==> src/sv/cse_pkg.sv <==
// ----------------------------------------------------------------------------
// cse_pkg
// Shared types, constants and chord lookup functions for the chord symbol
// to note event block.
// ----------------------------------------------------------------------------
package cse_pkg;

	localparam int MAX_CHARS = 511;
	localparam int CHARS_W = $clog2(MAX_CHARS + 1);
	localparam int TOKEN_DEPTH = 6;
	localparam int LEN_W = 3;
	localparam logic [LEN_W-1:0] TOKEN_OVERFLOW = 3'd7;
	localparam logic [7:0] DASH = 8'd45;

	localparam int CFG_IDX_W = 3;
	localparam int CFG_DATA_W = 32;

	typedef enum logic [CFG_IDX_W-1:0] {
		REG_OCTAVE     = 3'd0,
		REG_START      = 3'd1,
		REG_DURATION   = 3'd2,
		REG_INSTRUMENT = 3'd3,
		REG_AMPLITUDE  = 3'd4
	} cfg_reg_t;

	// controller -> datapath
	typedef struct packed {
		logic take;     // input word accepted
		logic parse;    // decode the held token, advance time
		logic advance;  // output word accepted, step to next tone
	} cmd_t;

	// datapath -> controller
	typedef struct packed {
		logic tok_done;   // accepted word completes a non-empty token
		logic last_tone;  // output word on show is the last of its chord
	} sts_t;

	typedef struct packed {
		logic       found;
		logic       two;   // root name has an accidental
		logic [3:0] pc;
	} root_t;

	typedef struct packed {
		logic       found;
		logic       four;  // four tones, else three
		logic [3:0] iv1;
		logic [3:0] iv2;
		logic [3:0] iv3;
	} qual_t;

	// Two-character names (sharp, flat) win over the bare letter.
	function automatic root_t root_lookup(input logic [7:0] c0, input logic [7:0] c1,
			input logic has_two);
		root_t r;
		logic  sh;
		logic  fl;
		sh = has_two && (c1 == "#");
		fl = has_two && (c1 == "b");
		r = '{found: 1'b1, two: 1'b0, pc: 4'd0};
		case (c0)
			"C": begin
				if (sh) r = '{1'b1, 1'b1, 4'd1};
				else if (fl) r = '{1'b1, 1'b1, 4'd11};
				else r = '{1'b1, 1'b0, 4'd0};
			end
			"D": begin
				if (sh) r = '{1'b1, 1'b1, 4'd3};
				else if (fl) r = '{1'b1, 1'b1, 4'd1};
				else r = '{1'b1, 1'b0, 4'd2};
			end
			"E": begin
				if (fl) r = '{1'b1, 1'b1, 4'd3};
				else r = '{1'b1, 1'b0, 4'd4};
			end
			"F": begin
				if (fl) r = '{1'b1, 1'b1, 4'd4};
				else if (sh) r = '{1'b1, 1'b1, 4'd6};
				else r = '{1'b1, 1'b0, 4'd5};
			end
			"G": begin
				if (fl) r = '{1'b1, 1'b1, 4'd6};
				else if (sh) r = '{1'b1, 1'b1, 4'd8};
				else r = '{1'b1, 1'b0, 4'd7};
			end
			"A": begin
				if (fl) r = '{1'b1, 1'b1, 4'd8};
				else if (sh) r = '{1'b1, 1'b1, 4'd10};
				else r = '{1'b1, 1'b0, 4'd9};
			end
			"B": begin
				if (fl) r = '{1'b1, 1'b1, 4'd10};
				else r = '{1'b1, 1'b0, 4'd11};
			end
			default: r = '{1'b0, 1'b0, 4'd0};
		endcase
		return r;
	endfunction

	// Quality suffix must match exactly in length and text.
	function automatic qual_t qual_lookup(input logic [3:0][7:0] s, input logic [2:0] qlen);
		qual_t q;
		q = '{found: 1'b0, four: 1'b0, iv1: 4'd0, iv2: 4'd0, iv3: 4'd0};
		case (qlen)
			3'd0: q = '{1'b1, 1'b0, 4'd4, 4'd7, 4'd0};
			3'd1: begin
				if (s[0] == "7") q = '{1'b1, 1'b1, 4'd4, 4'd7, 4'd10};
				else if (s[0] == "m") q = '{1'b1, 1'b0, 4'd3, 4'd7, 4'd0};
			end
			3'd2: begin
				if (s[0] == "m" && s[1] == "7") q = '{1'b1, 1'b1, 4'd3, 4'd7, 4'd10};
				else if (s[0] == "m" && s[1] == "6") q = '{1'b1, 1'b1, 4'd3, 4'd7, 4'd9};
			end
			3'd3: begin
				if (s[0] == "s" && s[1] == "u" && s[2] == "s")
					q = '{1'b1, 1'b0, 4'd5, 4'd7, 4'd0};
				else if (s[0] == "d" && s[1] == "i" && s[2] == "m")
					q = '{1'b1, 1'b0, 4'd3, 4'd6, 4'd0};
			end
			3'd4: begin
				if (s[0] == "m" && s[1] == "7" && s[2] == "b" && s[3] == "5")
					q = '{1'b1, 1'b1, 4'd3, 4'd6, 4'd10};
				else if (s[0] == "m" && s[1] == "a" && s[2] == "j" && s[3] == "7")
					q = '{1'b1, 1'b1, 4'd4, 4'd7, 4'd11};
				else if (s[0] == "d" && s[1] == "i" && s[2] == "m" && s[3] == "7")
					q = '{1'b1, 1'b1, 4'd3, 4'd6, 4'd9};
			end
			default: q = '{1'b0, 1'b0, 4'd0, 4'd0, 4'd0};
		endcase
		return q;
	endfunction

endpackage

==> src/sv/chord_symbol_to_note_events_top.sv <==
// ----------------------------------------------------------------------------
// chord_symbol_to_note_events_top
// Splits a chord progression string, one character per word, into dash
// separated tokens and emits one note event word per tone or bad token.
// ----------------------------------------------------------------------------
//
// Channel   Direction  Handshake              Payload
// in        slave      in_valid / in_ready    character, end_of_string
// out       master     out_valid / out_ready  note, event_start, event_duration,
//                                             event_instrument, event_amplitude,
//                                             unrecognized, last_of_chord
// cfg       slave      cfg_valid / cfg_ready  cfg_index, cfg_data
//
// Flow: a character that does not finish a token is taken in S_IDLE. A word
// that finishes a non-empty token is accepted, passes the S_PARSE chord decode
// register stage, then gives one event word per cycle (one, three or four)
// while out_ready is high; the single output register set limits this.
// Reset: all control state clears at once; no clearing pass.
// Stalls: out_ready low holds the current event word; no input is taken
// until the last event of the chord has left.
// Configuration words are always taken (cfg_ready is high).
// ----------------------------------------------------------------------------
module chord_symbol_to_note_events_top (
	input  logic                           clk,
	input  logic                           arst_n,
	// input characters
	input  logic                           in_valid,
	output logic                           in_ready,
	input  logic [7:0]                     character,
	input  logic                           end_of_string,
	// note events
	output logic                           out_valid,
	input  logic                           out_ready,
	output logic [7:0]                     note,
	output logic [31:0]                    event_start,
	output logic [23:0]                    event_duration,
	output logic [11:0]                    event_instrument,
	output logic [15:0]                    event_amplitude,
	output logic                           unrecognized,
	output logic                           last_of_chord,
	// configuration writes
	input  logic                           cfg_valid,
	output logic                           cfg_ready,
	input  logic [cse_pkg::CFG_IDX_W-1:0]  cfg_index,
	input  logic [cse_pkg::CFG_DATA_W-1:0] cfg_data
);

	cse_pkg::cmd_t cmd;
	cse_pkg::sts_t sts;

	// registers sit in the datapath; a write is registered on the edge that takes it
	assign cfg_ready = 1'b1;

	cse_ctrl u_ctrl (
		.clk       (clk),
		.arst_n    (arst_n),
		.in_valid  (in_valid),
		.out_ready (out_ready),
		.sts       (sts),
		.in_ready  (in_ready),
		.out_valid (out_valid),
		.cmd       (cmd)
	);

	cse_dp u_dp (
		.clk              (clk),
		.arst_n           (arst_n),
		.cmd              (cmd),
		.sts              (sts),
		.cfg_valid        (cfg_valid),
		.cfg_index        (cfg_index),
		.cfg_data         (cfg_data),
		.character        (character),
		.end_of_string    (end_of_string),
		.note             (note),
		.event_start      (event_start),
		.event_duration   (event_duration),
		.event_instrument (event_instrument),
		.event_amplitude  (event_amplitude),
		.unrecognized     (unrecognized),
		.last_of_chord    (last_of_chord)
	);

endmodule

==> src/sv/cse_ctrl.sv <==
// ----------------------------------------------------------------------------
// cse_ctrl
// Sequencer: take input words, decode a finished token, then hand out its
// note events one word at a time.
// ----------------------------------------------------------------------------
module cse_ctrl (
	input  logic          clk,
	input  logic          arst_n,
	input  logic          in_valid,
	input  logic          out_ready,
	input  cse_pkg::sts_t sts,
	output logic          in_ready,
	output logic          out_valid,
	output cse_pkg::cmd_t cmd
);

	typedef enum logic [2:0] {
		S_IDLE  = 3'b001,
		S_PARSE = 3'b010,
		S_EMIT  = 3'b100
	} state_t;

	state_t state_q;
	state_t state_d;

	assign in_ready  = (state_q == S_IDLE);
	assign out_valid = (state_q == S_EMIT);

	assign cmd.take    = in_valid && in_ready;
	assign cmd.parse   = (state_q == S_PARSE);
	assign cmd.advance = out_valid && out_ready;

	always_comb begin
		state_d = state_q;
		unique case (state_q)
			S_IDLE: begin
				if (cmd.take && sts.tok_done) state_d = S_PARSE;
			end
			S_PARSE: state_d = S_EMIT;
			S_EMIT: begin
				if (cmd.advance && sts.last_tone) state_d = S_IDLE;
			end
			default: state_d = S_IDLE;
		endcase
	end

	always_ff @(posedge clk or negedge arst_n) begin
		if (!arst_n) begin
			state_q <= S_IDLE;
		end else begin
			state_q <= state_d;
		end
	end

endmodule

==> src/sv/cse_dp.sv <==
// ----------------------------------------------------------------------------
// cse_dp
// Datapath: configuration registers, token buffer, running time, chord
// decode and the output event registers.
// ----------------------------------------------------------------------------
module cse_dp (
	input  logic                                clk,
	input  logic                                arst_n,
	input  cse_pkg::cmd_t                       cmd,
	output cse_pkg::sts_t                       sts,
	input  logic                                cfg_valid,
	input  logic [cse_pkg::CFG_IDX_W-1:0]       cfg_index,
	input  logic [cse_pkg::CFG_DATA_W-1:0]      cfg_data,
	input  logic [7:0]                          character,
	input  logic                                end_of_string,
	output logic [7:0]                          note,
	output logic [31:0]                         event_start,
	output logic [23:0]                         event_duration,
	output logic [11:0]                         event_instrument,
	output logic [15:0]                         event_amplitude,
	output logic                                unrecognized,
	output logic                                last_of_chord
);

	// configuration
	logic [4:0]  octave_q;
	logic [31:0] start_cfg_q;
	logic [23:0] dur_q;
	logic [11:0] instr_q;
	logic [15:0] amp_q;

	// scan state
	logic [cse_pkg::TOKEN_DEPTH-1:0][7:0] tok_q;
	logic [cse_pkg::LEN_W-1:0]            len_q;
	logic [cse_pkg::LEN_W-1:0]            len_after;
	logic [31:0]                          rt_q;
	logic [cse_pkg::CHARS_W-1:0]          seen_q;
	logic                                 sos_q;
	logic                                 in_range;
	logic                                 is_dash;
	logic                                 append;

	// event registers
	logic [3:0][7:0] notes_q;
	logic            four_q;
	logic            unrec_q;
	logic [1:0]      tone_q;
	logic [31:0]     ev_start_q;
	logic [23:0]     ev_dur_q;
	logic [11:0]     ev_instr_q;
	logic [15:0]     ev_amp_q;

	// decode
	cse_pkg::root_t  root;
	cse_pkg::qual_t  qual;
	logic [3:0][7:0] rest;
	logic [2:0]      qlen;
	logic [3:0]      oct_eff;
	logic [4:0]      oct_p1;
	logic [7:0]      base;
	logic            hit;
	logic [32:0]     rt_sum;

	assign in_range = (seen_q < cse_pkg::CHARS_W'(cse_pkg::MAX_CHARS));
	assign is_dash  = (character == cse_pkg::DASH);
	assign append   = in_range && !is_dash;

	always_comb begin
		len_after = len_q;
		if (append) begin
			if (len_q < cse_pkg::LEN_W'(cse_pkg::TOKEN_DEPTH)) len_after = len_q + 3'd1;
			else len_after = cse_pkg::TOKEN_OVERFLOW;
		end
	end

	assign sts.tok_done  = ((in_range && is_dash) || end_of_string) && (len_after != '0);
	assign sts.last_tone = unrec_q || (four_q ? (tone_q == 2'd3) : (tone_q == 2'd2));

	// config writes
	always_ff @(posedge clk or negedge arst_n) begin
		if (!arst_n) begin
			octave_q    <= 5'h1f;
			start_cfg_q <= '0;
			dur_q       <= '0;
			instr_q     <= 12'd1;
			amp_q       <= '0;
		end else if (cfg_valid) begin
			case (cfg_index)
				cse_pkg::REG_OCTAVE:     octave_q    <= cfg_data[4:0];
				cse_pkg::REG_START:      start_cfg_q <= cfg_data[31:0];
				cse_pkg::REG_DURATION:   dur_q       <= cfg_data[23:0];
				cse_pkg::REG_INSTRUMENT: instr_q     <= cfg_data[11:0];
				cse_pkg::REG_AMPLITUDE:  amp_q       <= cfg_data[15:0];
				default: ;
			endcase
		end
	end

	// chord decode of the held token
	assign root = cse_pkg::root_lookup(tok_q[0], tok_q[1], len_q >= 3'd2);

	always_comb begin
		for (int i = 0; i < 4; i++) begin
			rest[i] = root.two ? tok_q[i+2] : tok_q[i+1];
		end
	end

	assign qlen    = len_q - (root.two ? 3'd2 : 3'd1);
	assign qual    = cse_pkg::qual_lookup(rest, qlen);
	assign hit     = (len_q <= 3'(cse_pkg::TOKEN_DEPTH)) && root.found && qual.found;
	assign oct_eff = octave_q[4] ? 4'd4 : octave_q[3:0];
	assign oct_p1  = {1'b0, oct_eff} + 5'd1;
	assign base    = {oct_p1, 3'b000} + {1'b0, oct_p1, 2'b00} + {4'd0, root.pc};
	assign rt_sum  = {1'b0, rt_q} + {9'd0, dur_q};

	// token buffer, running time, string position
	always_ff @(posedge clk or negedge arst_n) begin
		if (!arst_n) begin
			len_q  <= '0;
			rt_q   <= '0;
			seen_q <= '0;
			sos_q  <= 1'b1;
		end else if (cmd.take) begin
			if (sos_q) rt_q <= start_cfg_q;
			sos_q  <= end_of_string;
			len_q  <= len_after;
			if (end_of_string) seen_q <= '0;
			else if (in_range) seen_q <= seen_q + 1'b1;
		end else if (cmd.parse) begin
			len_q <= '0;
			rt_q  <= rt_sum[32] ? '1 : rt_sum[31:0];
		end
	end

	always_ff @(posedge clk) begin
		if (cmd.take && append && (len_q < cse_pkg::LEN_W'(cse_pkg::TOKEN_DEPTH))) begin
			tok_q[len_q] <= character;
		end
	end

	// event registers
	always_ff @(posedge clk) begin
		if (cmd.parse) begin
			notes_q[0] <= base;
			notes_q[1] <= base + {4'd0, qual.iv1};
			notes_q[2] <= base + {4'd0, qual.iv2};
			notes_q[3] <= base + {4'd0, qual.iv3};
			four_q     <= qual.four;
			unrec_q    <= !hit;
			ev_start_q <= rt_q;
			ev_dur_q   <= dur_q;
			ev_instr_q <= instr_q;
			ev_amp_q   <= amp_q;
		end
	end

	always_ff @(posedge clk or negedge arst_n) begin
		if (!arst_n) begin
			tone_q <= '0;
		end else if (cmd.parse) begin
			tone_q <= '0;
		end else if (cmd.advance) begin
			tone_q <= tone_q + 2'd1;
		end
	end

	assign note             = unrec_q ? 8'd0 : notes_q[tone_q];
	assign event_start      = ev_start_q;
	assign event_duration   = ev_dur_q;
	assign event_instrument = ev_instr_q;
	assign event_amplitude  = ev_amp_q;
	assign unrecognized     = unrec_q;
	assign last_of_chord    = sts.last_tone;

endmodule

==> config.mk <==
export PLATFORM = sky130hd
export DESIGN_NAME = chord_symbol_to_note_events_top
export DESIGN_NICKNAME = d
export VERILOG_FILES = /design/src/sv/cse_pkg.sv /design/src/sv/chord_symbol_to_note_events_top.sv /design/src/sv/cse_ctrl.sv /design/src/sv/cse_dp.sv
export SDC_FILE = /design/constraint.sdc
export NUM_CORES = 1
export LEC_CHECK = 0
export ABC_AREA = 1
export BUFFER_PORTS_ARGS = -buffer_cell sky130_fd_sc_hd__buf_2
export CORE_ASPECT_RATIO = 1.4
export CORE_UTILIZATION = 31
export DETAILED_ROUTE_END_ITERATION = 8
export GPL_ROUTABILITY_DRIVEN = 0
export GPL_TIMING_DRIVEN = 0
export HOLD_SLACK_MARGIN = 0.15
export PLACE_DENSITY_LB_ADDON = 0.08
export SYNTH_ARGS = -nofsm -noshare
export SYNTH_HDL_FRONTEND = slang
export SYNTH_HIERARCHICAL = 1
export SYNTH_SLANG_ARGS = --single-unit
==> constraint.sdc <==
create_clock -name clk -period 11.15 [get_ports clk]
set_input_delay 0.5575 -clock clk [delete_from_list [all_inputs] [get_ports clk]]
set_output_delay 0.5575 -clock clk [all_outputs]
set_load 0.02 [all_outputs]
Yosys cells after proc, flatten, opt, wreduce, memory -nomap -nowiden
Cells that the tools add are included.

Word-level logic and storage cells: 181. Output and inout bits: 97. Flip-flop bits (word level): 305. Bits of input ports: 49.

$add $sub $neg: 11. Order comparisons: 7. Multiplexer cells: 51. Equality and inequality tests: 41. Reduce and logical (&&, ||, !) cells: 44.

Operators with widths (number): 8-bit by 7-bit equality test with 1-bit output (second input constant) (18); 32-bit 2-to-1 mux (4); 14-bit 2-to-1 mux (9); 14-bit case mux with 5 select lines (1); 8-bit by 6-bit equality test with 1-bit output (second input constant) (7); 8-bit 2-to-1 mux (7); 48-bit bitwise mux (1); 6-bit case mux with 7 select lines (1); 5-bit 2-to-1 mux (7); 32-bit by 24-bit adder with 33-bit output (1); 8-bit by 4-bit adder with 8-bit output (4); 6-bit 2-to-1 mux (5); 1-bit logical AND (26); 8-bit demux with 3-bit select (1); 3-bit 2-to-1 mux (6); 9-bit 2-to-1 mux (2); 8-bit binary-select mux with 2-bit select (1); 2-bit AND reduction (8); 3-bit by 2-bit equality test with 1-bit output (second input constant) (5); 9-bit by 1-bit adder with 9-bit output (second input constant) (1); 3-bit by 1-bit equality test with 1-bit output (second input constant) (3); 3-bit equality test (second input constant) (3); 9-bit < comparator (second input constant) (1); 3-bit case mux with 3 select lines (1); 22 further kinds (31).

Depth between registers and ports, before layout
Gate-level depths: netlist of the first run.

Word-level depth: 16. Depth in mapped cells: 29. Depth with buffers taken out: 28.

By module
Netlist of the first run, hierarchy kept.

By module, submodules not included: cse_dp (cells each 1519, instances 1, seq. area each 8396.8 µm², area an instance 14584.0 µm²); cse_ctrl (cells each 25, instances 1, seq. area each 76.3 µm², area an instance 198.9 µm²); chord_symbol_to_note_events_top (cells each 2, instances 1, seq. area each 0.0 µm², area an instance 11.3 µm²).

Least setup slack after synthesis of the first run
No wires, ideal clock.

Path kind: register to register. Start point: reg u_dp/len_q[1] (netlist name). End point: reg u_dp/notes_q[14] (netlist name) (data pin). Data required time: 10.873 ns. Library setup time: 0.277 ns. Path buffers: 1. Period minus slack after synthesis: 4.097 ns. Path slack: 7.053 ns. Cell stages (with the launch flop): 28. Data arrival time: 3.820 ns. Cell sequence: dfrtp_1 -> inv_2 -> nand2_4 -> nand3_4 -> inv_2 -> nand2_4 -> nor2_2 -> nor2_2 -> nand2_4 -> nand2_4 -> buf_6 -> ha_1 -> inv_1 -> fa_1 -> or2_2 -> nand2_1 -> inv_1 -> nor3_1 -> nand3_1 -> nor2_2 -> inv_1 -> nand4_1 -> ha_1 -> fa_1 -> nand2_1 -> a21oi_1 -> nand3_1 -> xor2_1.

Word-level cells in the longest chain between the ends: 15. Elaborated cells on any way between the ends: 66. Classes of those cells: add/sub (3); order compare (1); eq/ne (19); mux (28); reduce/logical (15).

RTL lines: start: declaration (RTL line cse_dp.sv:34) `logic [cse_pkg::LEN_W-1:0] len_q;`; start signal: assignment (RTL line cse_dp.sv:126) `len_q <= len_after;`; 3-bit by 2-bit >= comparator with 1-bit output (RTL line cse_dp.sv:100) `assign root = cse_pkg::root_lookup(tok_q[0], tok_q[1], len_q >= 3'd2);`; 1-bit logical AND (on tied branches) (RTL line cse_pkg.sv:59, cse_pkg.sv:60); 5-bit 2-to-1 mux (on tied branches); 6-bit 2-to-1 mux (on tied branches); 6-bit case mux with 7 select lines (RTL line cse_pkg.sv:62) `case (c0)`; 8-bit 2-to-1 mux (RTL line cse_dp.sv:104) `rest[i] = root.two ? tok_q[i+2] : tok_q[i+1];`; 8-bit by 7-bit equality test with 1-bit output (RTL line cse_pkg.sv:118, cse_pkg.sv:126); 1-bit logical AND (2 in a row) (RTL line cse_pkg.sv:118, cse_pkg.sv:126); 1-bit logical AND (RTL line cse_pkg.sv:126) `else if (s[0] == "d" && s[1] == "i" && s[2] == "m" && s[3] == "7")`; 14-bit 2-to-1 mux (RTL line cse_pkg.sv:126); 14-bit 2-to-1 mux (RTL line cse_pkg.sv:124) `else if (s[0] == "m" && s[1] == "a" && s[2] == "j" && s[3] == "7")`; 14-bit 2-to-1 mux (RTL line cse_pkg.sv:122) `if (s[0] == "m" && s[1] == "7" && s[2] == "b" && s[3] == "5")`; 14-bit case mux with 5 select lines (RTL line cse_pkg.sv:105) `case (qlen)`; 8-bit by 4-bit adder with 8-bit output (*) (RTL line cse_dp.sv:145) `notes_q[1] <= base + {4'd0, qual.iv1};`; end: declaration (RTL line cse_dp.sv:44) `logic [3:0][7:0] notes_q;`.

Every way passes the cells marked *; elsewhere a longest branch is shown, timed or not. A chain may end at the register's enable or synchronous reset.

Worst setup path after layout of the first run
Start point: reg u_dp/len_q[1] (netlist name). End point: reg u_dp/notes_q[21] (netlist name) (data pin).

Word-level cells in the longest chain between the ends: 15. Elaborated cells on any way between the ends: 66. Classes of those cells: add/sub (3); order compare (1); eq/ne (19); mux (28); reduce/logical (15).

RTL lines: 3-bit by 2-bit >= comparator with 1-bit output (RTL line cse_dp.sv:100); 1-bit logical AND (on tied branches) (RTL line cse_pkg.sv:59, cse_pkg.sv:60); 5-bit 2-to-1 mux (on tied branches); 6-bit 2-to-1 mux (on tied branches); 6-bit case mux with 7 select lines (RTL line cse_pkg.sv:62); 8-bit 2-to-1 mux (RTL line cse_dp.sv:104); 8-bit by 7-bit equality test with 1-bit output (RTL line cse_pkg.sv:118, cse_pkg.sv:126); 1-bit logical AND (2 in a row) (RTL line cse_pkg.sv:118, cse_pkg.sv:126); 1-bit logical AND (RTL line cse_pkg.sv:126); 14-bit 2-to-1 mux (RTL line cse_pkg.sv:126); 14-bit 2-to-1 mux (RTL line cse_pkg.sv:124); 14-bit 2-to-1 mux (RTL line cse_pkg.sv:122); 14-bit case mux with 5 select lines (RTL line cse_pkg.sv:105); 8-bit by 4-bit adder with 8-bit output (*) (RTL line cse_dp.sv:146) `notes_q[2] <= base + {4'd0, qual.iv2};`.

Marks and branches as above.

==> out/metrics.yaml, run 1 <==
ys_async_sr_fraction: 0.456
ys_ff_latch: 305
end_kind: "flop"
fin_tns_setup_ns: 0
utilization: 0.368
clkLatencyLatePin_ns: 0.57
portBuffers: 144
area_growth_pct: 17.0
p_leak_nw: 7.80
drive_gt1_frac: 0.147
initial_utilization: 0.314
synth_top_cell_area_share: 0.337
critPathArrivalTime_ns: 5.15
clock_sinks: 305
first_global_vias: 11292
fin_skew_ns: 0.00897
pin_count: 146
drc_errors: 0
fin_nets: 1826
core_mm2: 0.0470
worstMarginPinSlew_ns: 1.19
die-area_mm2: 0.0486
synthesis.area_mm2: 0.0148
dp_hpwl_um: 30900
synth_nets: 1646
dpl-instance-area_mm2: 0.0164
yosysTopAreaCell: "edfxtp_1"
grt_max_degree: 86
grt_antenna_before_repair: 0
synth.distinct_cells: 54
vdd_ir_drop_max_mv: 0.109
syn_area_per_cell_um2: 9.57
hold_viol_final: 0
crit_required_ns: 11.45
fin_area_mm2: 0.0173
crit_path_start_kind: "flop"
cts_tree: "built"
path_clk_slew_ns: 0.06
fin_crit_ns: 4.85
htreeDepth: 1
grt_pass1_wl_um: 64500
drtIter0Drc: 547
grt_usage: 0.171
postCtsSetupBuffers: 0
fillCellCount: 4881
ys.flop_type: "edfxtp_1"
p_per_area_mw_per_mm2: 220
ant_nets: 0
yosys-top-cells-area: "edfxtp_1, dfrtp_1, nand2_1, o21ai_0, ha_1"
synth_edf_count: 166
max-slew-margin-rel: 0.199
vias_per_cell: 4.69
gr-total-overflow: 0
netlist_instances: 1546
rows: 94
drv_cap: 0
clockRootBuffer: "clkbuf_16"
wl_per_cell_um: 17.4
slew_violations: 0
timing.fmax_mhz: 206
yosysWarnings: 6
drt_wl_total_um: 41300
hp-class: "primary input to flop"
cts_made_buffers: 31
setup_viol: 0
criticalPathCategory: "flop to flop"
vias: 11150
die_x_um: 187
dr.pass1.iters: 5
die_h_um: 260
crit_fanout: 11
status: "completed"
antennaDiodeCount: 0
timing.final.crit_share: 0.435
cts_buffer_depth: 3
yosysSeqAreaShare: 0.573
rsz0062_at_grt: "no"
==> sequential cells by signal, indices dropped and copies added (netlist names), 16 cells and up <==
register and count:
u_dp/dur_q 24, u_dp/amp_q 16, u_dp/notes_q 32, u_dp/tok_q 48, u_dp/event_duration 24, u_dp/event_start 32, u_dp/rt_q 32, u_dp/event_amplitude 16
u_dp/start_cfg_q 32
==> placed cells by master (no fill, tap or decap), types with 5 or more instances in the layout <==
master     count
nand2_1      386
edfxtp_1     166
inv_1        149
buf_2        145
o21ai_0      143
nor2_1       142
dfrtp_1      131
nand3_1       62
a21oi_1       61
ha_1          45
clkbuf_1      39
xor2_1        35
clkbuf_16     31
nor3_1        25
o221ai_1      20
nand4_1       12
xnor2_1       12
nor2_2         9
dfstp_2        8
clkinv_2       7
buf_6          7
inv_2          7
nand3b_1       7
clkinv_1       6
nor4_1         6
a31oi_1        6
fa_1           6
buf_4          5
nand3_2        5
nand2_4        5
nand2_2        5
mux2_2         5
o22ai_1        5
a21boi_0       5
==> critical path, cell delays in order, from the launching register on <==
cell     delay (ns)
dfrtp_1        0.50
inv_2          0.14
nand2_4        0.07
nand3_4        0.12
inv_2          0.07
nand2_4        0.09
nor2_2         0.04
nor2_2         0.11
nand2_4        0.09
nand2_4        0.14
buf_6          0.17
ha_1           0.15
inv_1          0.05
fa_1           0.37
or2_2          0.30
nand2_1        0.13
inv_1          0.07
nor3_1         0.38
nand3_1        0.17
nor2_2         0.18
nor2_1         0.08
nand2_2        0.12
ha_1           0.29
a21oi_1        0.17
inv_1          0.05
a31oi_1        0.27
nor2_1         0.12
xor2_1         0.15
==> per-stage QoR <==
step | instances | hold WS, ns | setup slack [ns] | power [W]
floorplan | 1546 | 0.262 | 7.05 | 0.00246
global placement | 2314 | 0.429 | 6.29 | 0.00285
detailed placement | 2316 | 0.432 | 6.21 | 0.00287
CTS | 2375 | 0.200 | 6.21 | 0.00388
global route | 2375 | 0.205 | 5.91 | 0.00409
finish | 2375 | 0.228 | 6.30 | 0.00381
==> layer usage <==
layer	GRT usage	routed length, µm	vias to the layer above
met4	0.0519	1060	0
li1	-	-	5551
met2	0.330	22400	197
met3	0.0169	1150	54
met5	0	0	-
met1	0.197	16700	5348
==> Yosys cell counts (12+ instances only) <==
master and number:
nand4_1 12, xor2_1 35, xnor2_1 12, edfxtp_1 166, ha_1 45, inv_1 149
nor2_1 142, nand2_1 386, dfrtp_1 131, nor3_1 26, nand3_1 62, o221ai_1 20
a21oi_1 61, clkbuf_1 29, o21ai_0 143
==> layout make-up <==
| type | count | area [µm²] | share of cell area |
|---|---|---|---|
| inverter | 157 | 589 | 0.0340 |
| sequential | 305 | 8470 | 0.489 |
| buffer | 44 | 231 | 0.0134 |
| multi-input combinational | 1040 | 5510 | 0.318 |
| clock inverter | 16 | 109 | 0.00629 |
| tap | 624 | 781 | 0.0451 |
| timing repair buffer | 147 | 792 | 0.0458 |
| clock buffer | 42 | 827 | 0.0478 |
==> power by group <==
group | switching [W] | internal [W]
registers | 0.000157 | 0.00145
clock network | 0.000440 | 0.000542
logic | 0.000809 | 0.000411
total | 0.00141 | 0.00241
==> final timing paths <==
| check | startpoint | to | slack (ns) | cells after the start |
|---|---|---|---|---|
| max | u_dp/len_q[1] | u_dp/notes_q[21] | 6.30 | 27 |
| min | cfg_data[30] | u_dp/start_cfg_q[30] | 0.23 | 2 |
| max reg2reg | u_dp/len_q[1] | u_dp/notes_q[21] | 6.30 | 27 |
| min reg2reg | u_dp/amp_q[12] | u_dp/event_amplitude[12] | 0.45 | 0 |
| max in group asynchronous | arst_n | u_dp/sos_q | 9.70 | 3 |
| min in group asynchronous | arst_n | u_dp/amp_q[14] | 0.57 | 2 |
==> cell families (layout without fill, tap and decap cells) <==
logic type | count (synthesis) | count (layout) | synth area share
AOI/OAI and AO/OA | 262 | 262 | 0.0990
xor gates and xnor gates | 47 | 47 | 0.0278
adders and majority gates | 51 | 51 | 0.0462
buffers and inverters | 201 | 406 | 0.0552
DFF | 305 | 305 | 0.573
muxes | 6 | 6 | 0.00448
other | 1 | 1 | 0.000253
and+or+nand+nor | 673 | 673 | 0.194
==> repair_timing <==
item / 4_1_cts / 5_1_grt
hold buffers: 1 / 0
gates resized for setup: 0 / 0
hold endpoints to repair: 68 / 0
No activity file was read; power rests on OpenSTA's default activity.
==> run 2: changes to the inputs <==
Clock period 11.15 ns to 3.9 ns, I/O delays scaled along.
==> run 2 against run 1 <==
  * Setup slack worse by 6.5 ns
  * The run now ends with setup timing left
  * Combinational power grew to 3.2 times the previous value
  * Critical path type unchanged
  * Power rose to 3.1 times the previous value
==> out/metrics.yaml, run 2 (synthesized netlist as in run 1, its figures left out) <==
status: "finished, violations left"
violations: "setup timing"
pin_count: 146
wl_per_cell_um: 17.3
grt_antenna_before_repair: 0
rows: 94
cts_buffer_depth: 3
criticalPathCategory: "flop to flop"
htreeDepth: 2
critPathArrivalTime_ns: 4.32
final_cell_mix: "nand2_1, edfxtp_1, buf_2, inv_1, o21ai_0"
regMostFlops: "u_dp/tok_q"
dp_hpwl_um: 31100
vias_per_cell: 4.70
path_clk_slew_ns: 0.06
die-area_mm2: 0.0486
first_global_vias: 11682
crit_fanout: 8
area_growth_pct: 26.1
drt_wl_total_um: 42800
vdd_ir_drop_max_mv: 0.354
fin_crit_ns: 4.06
antennaDiodeCount: 0
pwr-share-clk: 0.278
fin_skew_ns: 0.0218
crit_required_ns: 4.16
p_comb_frac: 0.334
initial_utilization: 0.314
power_w: 0.0118
hold_viol_final: 0
pre_cts_ws_ns: -0.696
grt_pass1_wl_um: 66300
timing.fmax_mhz: 246
gr-total-overflow: 0
dr.pass1.iters: 5
layout_commonest_cell: "nand2_1"
switchingPower_w: 0.00429
worst_slack_ns: -0.160
cts_made_buffers: 34
fin_nets: 1917
max-slew-margin-rel: 0.130
setup_viol: 13
p_int_w: 0.00752
drive_gt1_frac: 0.202
p_per_area_mw_per_mm2: 633
worstMarginPinSlew_ns: 1.29
drtIter0Drc: 580
clockRootBuffer: "clkbuf_16"
p_sw_frac: 0.363
crit_path_start_kind: "flop"
clock_sinks: 305
p_leak_nw: 8.33
die_x_um: 187
largest_reg_flops: 48
end_kind: "flop"
p_seq_frac: 0.388
vias: 11589
drc_errors: 0
grt_usage: 0.176
slew_violations: 0
die_h_um: 260
clkLatencyLatePin_ns: 0.53
cts_tree: "built"
portBuffers: 144
drv_cap: 0
rsz0062_at_grt: "yes"
hp-class: "primary input to asynchronous set/reset pin"
core_mm2: 0.0470
timing.final.crit_share: 1.04
grt_max_degree: 86
ant_nets: 0
==> run 2: cell count changes in the layout (fill, tap and decap cells not counted), sizes merged <==
cell,change
dlygate4sd3,+48
buf,+39
bufinv,+3
clkbuf,+3
clkinvlp,-1
==> run 2: power by group through the flow <==
stage,combinational (W),clock (W),sequential (W)
floorplan,0.00251,0,0.00457
global placement,0.00353,0,0.00467
detailed placement,0.00359,0,0.00466
CTS,0.00385,0.00340,0.00459
global route,0.00445,0.00349,0.00466
finish,0.00395,0.00328,0.00459
==> run 2: area by class of cell <==
type	count	area, µm²
plain buffers	44	235
clock buffers	44	908
clock inverters	18	218
fillers	4814	28400
inverters	157	589
multi-input cells	1040	5870
flip-flops and latches	305	8480
well taps	624	781
repair buffers	235	1580
==> run 2: path summary, 6_finish.rpt <==
| check | slack, ns | from | endpoint | cells after the start |
|---|---|---|---|---|
| max in group asynchronous | 2.84 | arst_n | u_dp/dur_q[4] | 3 |
| min in group clk | 0.24 | cfg_valid | u_dp/instr_q[2] | 6 |
| min | 0.23 | arst_n | u_dp/amp_q[4] | 2 |
| max | -0.16 | u_dp/tok_q[5] | u_dp/notes_q[14] | 24 |
| max reg2reg | -0.16 | u_dp/tok_q[5] | u_dp/notes_q[14] | 24 |
| min reg2reg | 0.45 | u_dp/instr_q[10] | u_dp/event_instrument[10] | 0 |
==> run 2: stage by stage <==
stage / std cells / utilization / hold WS [ns] / cell area, µm² / setup TNS [ns]
finish: 2467 / 0.397 / 0.230 / 18700 / -1.37
detailed placement: 2316 / 0.349 / 0.233 / 16400 / -9.35
floorplan: 1546 / - / -0.101 / 14800 / 0
global route: 2467 / 0.397 / 0.265 / 18700 / -5.08
CTS: 2455 / 0.391 / 0.202 / 18400 / -2.35
global placement: 2314 / 0.347 / 0.430 / 16300 / -9.84
==> run 2: worst max-delay path, cell delays in order (launching register included) <==
cell,delay [ns]
edfxtp_1,0.39
inv_1,0.08
nand2_2,0.06
nor2_4,0.24
nand3_2,0.11
nand3_2,0.11
nor2_4,0.05
nor2_4,0.15
nand2_8,0.06
buf_8,0.13
ha_4,0.15
inv_2,0.04
fa_2,0.46
buf_6,0.14
nor3_4,0.21
nand3_1,0.12
nor2_2,0.16
inv_2,0.08
nand4_1,0.11
ha_2,0.21
fa_2,0.23
nand2_2,0.06
a21oi_2,0.16
nand3_1,0.10
xor2_1,0.17
==> run 2: routing by layer <==
layer,global-route usage,vias up,share of wire
met5,0,-,0
met4,0.0651,0,0.031
met3,0.0179,74,0.025
met2,0.339,195,0.54
met1,0.199,5571,0.40
li1,-,5749,-
==> run 2: timing repair <==
item | 4_1_cts | 5_1_grt
endpoints found under the hold margin | 209 | 0
pin swaps | 32 | 27
gates cloned | 0 | 0
resized for setup | 43 | 37
buffers inserted | 28 | 11
setup endpoints to repair | 21 | 20
hold buffers | 49 | 0
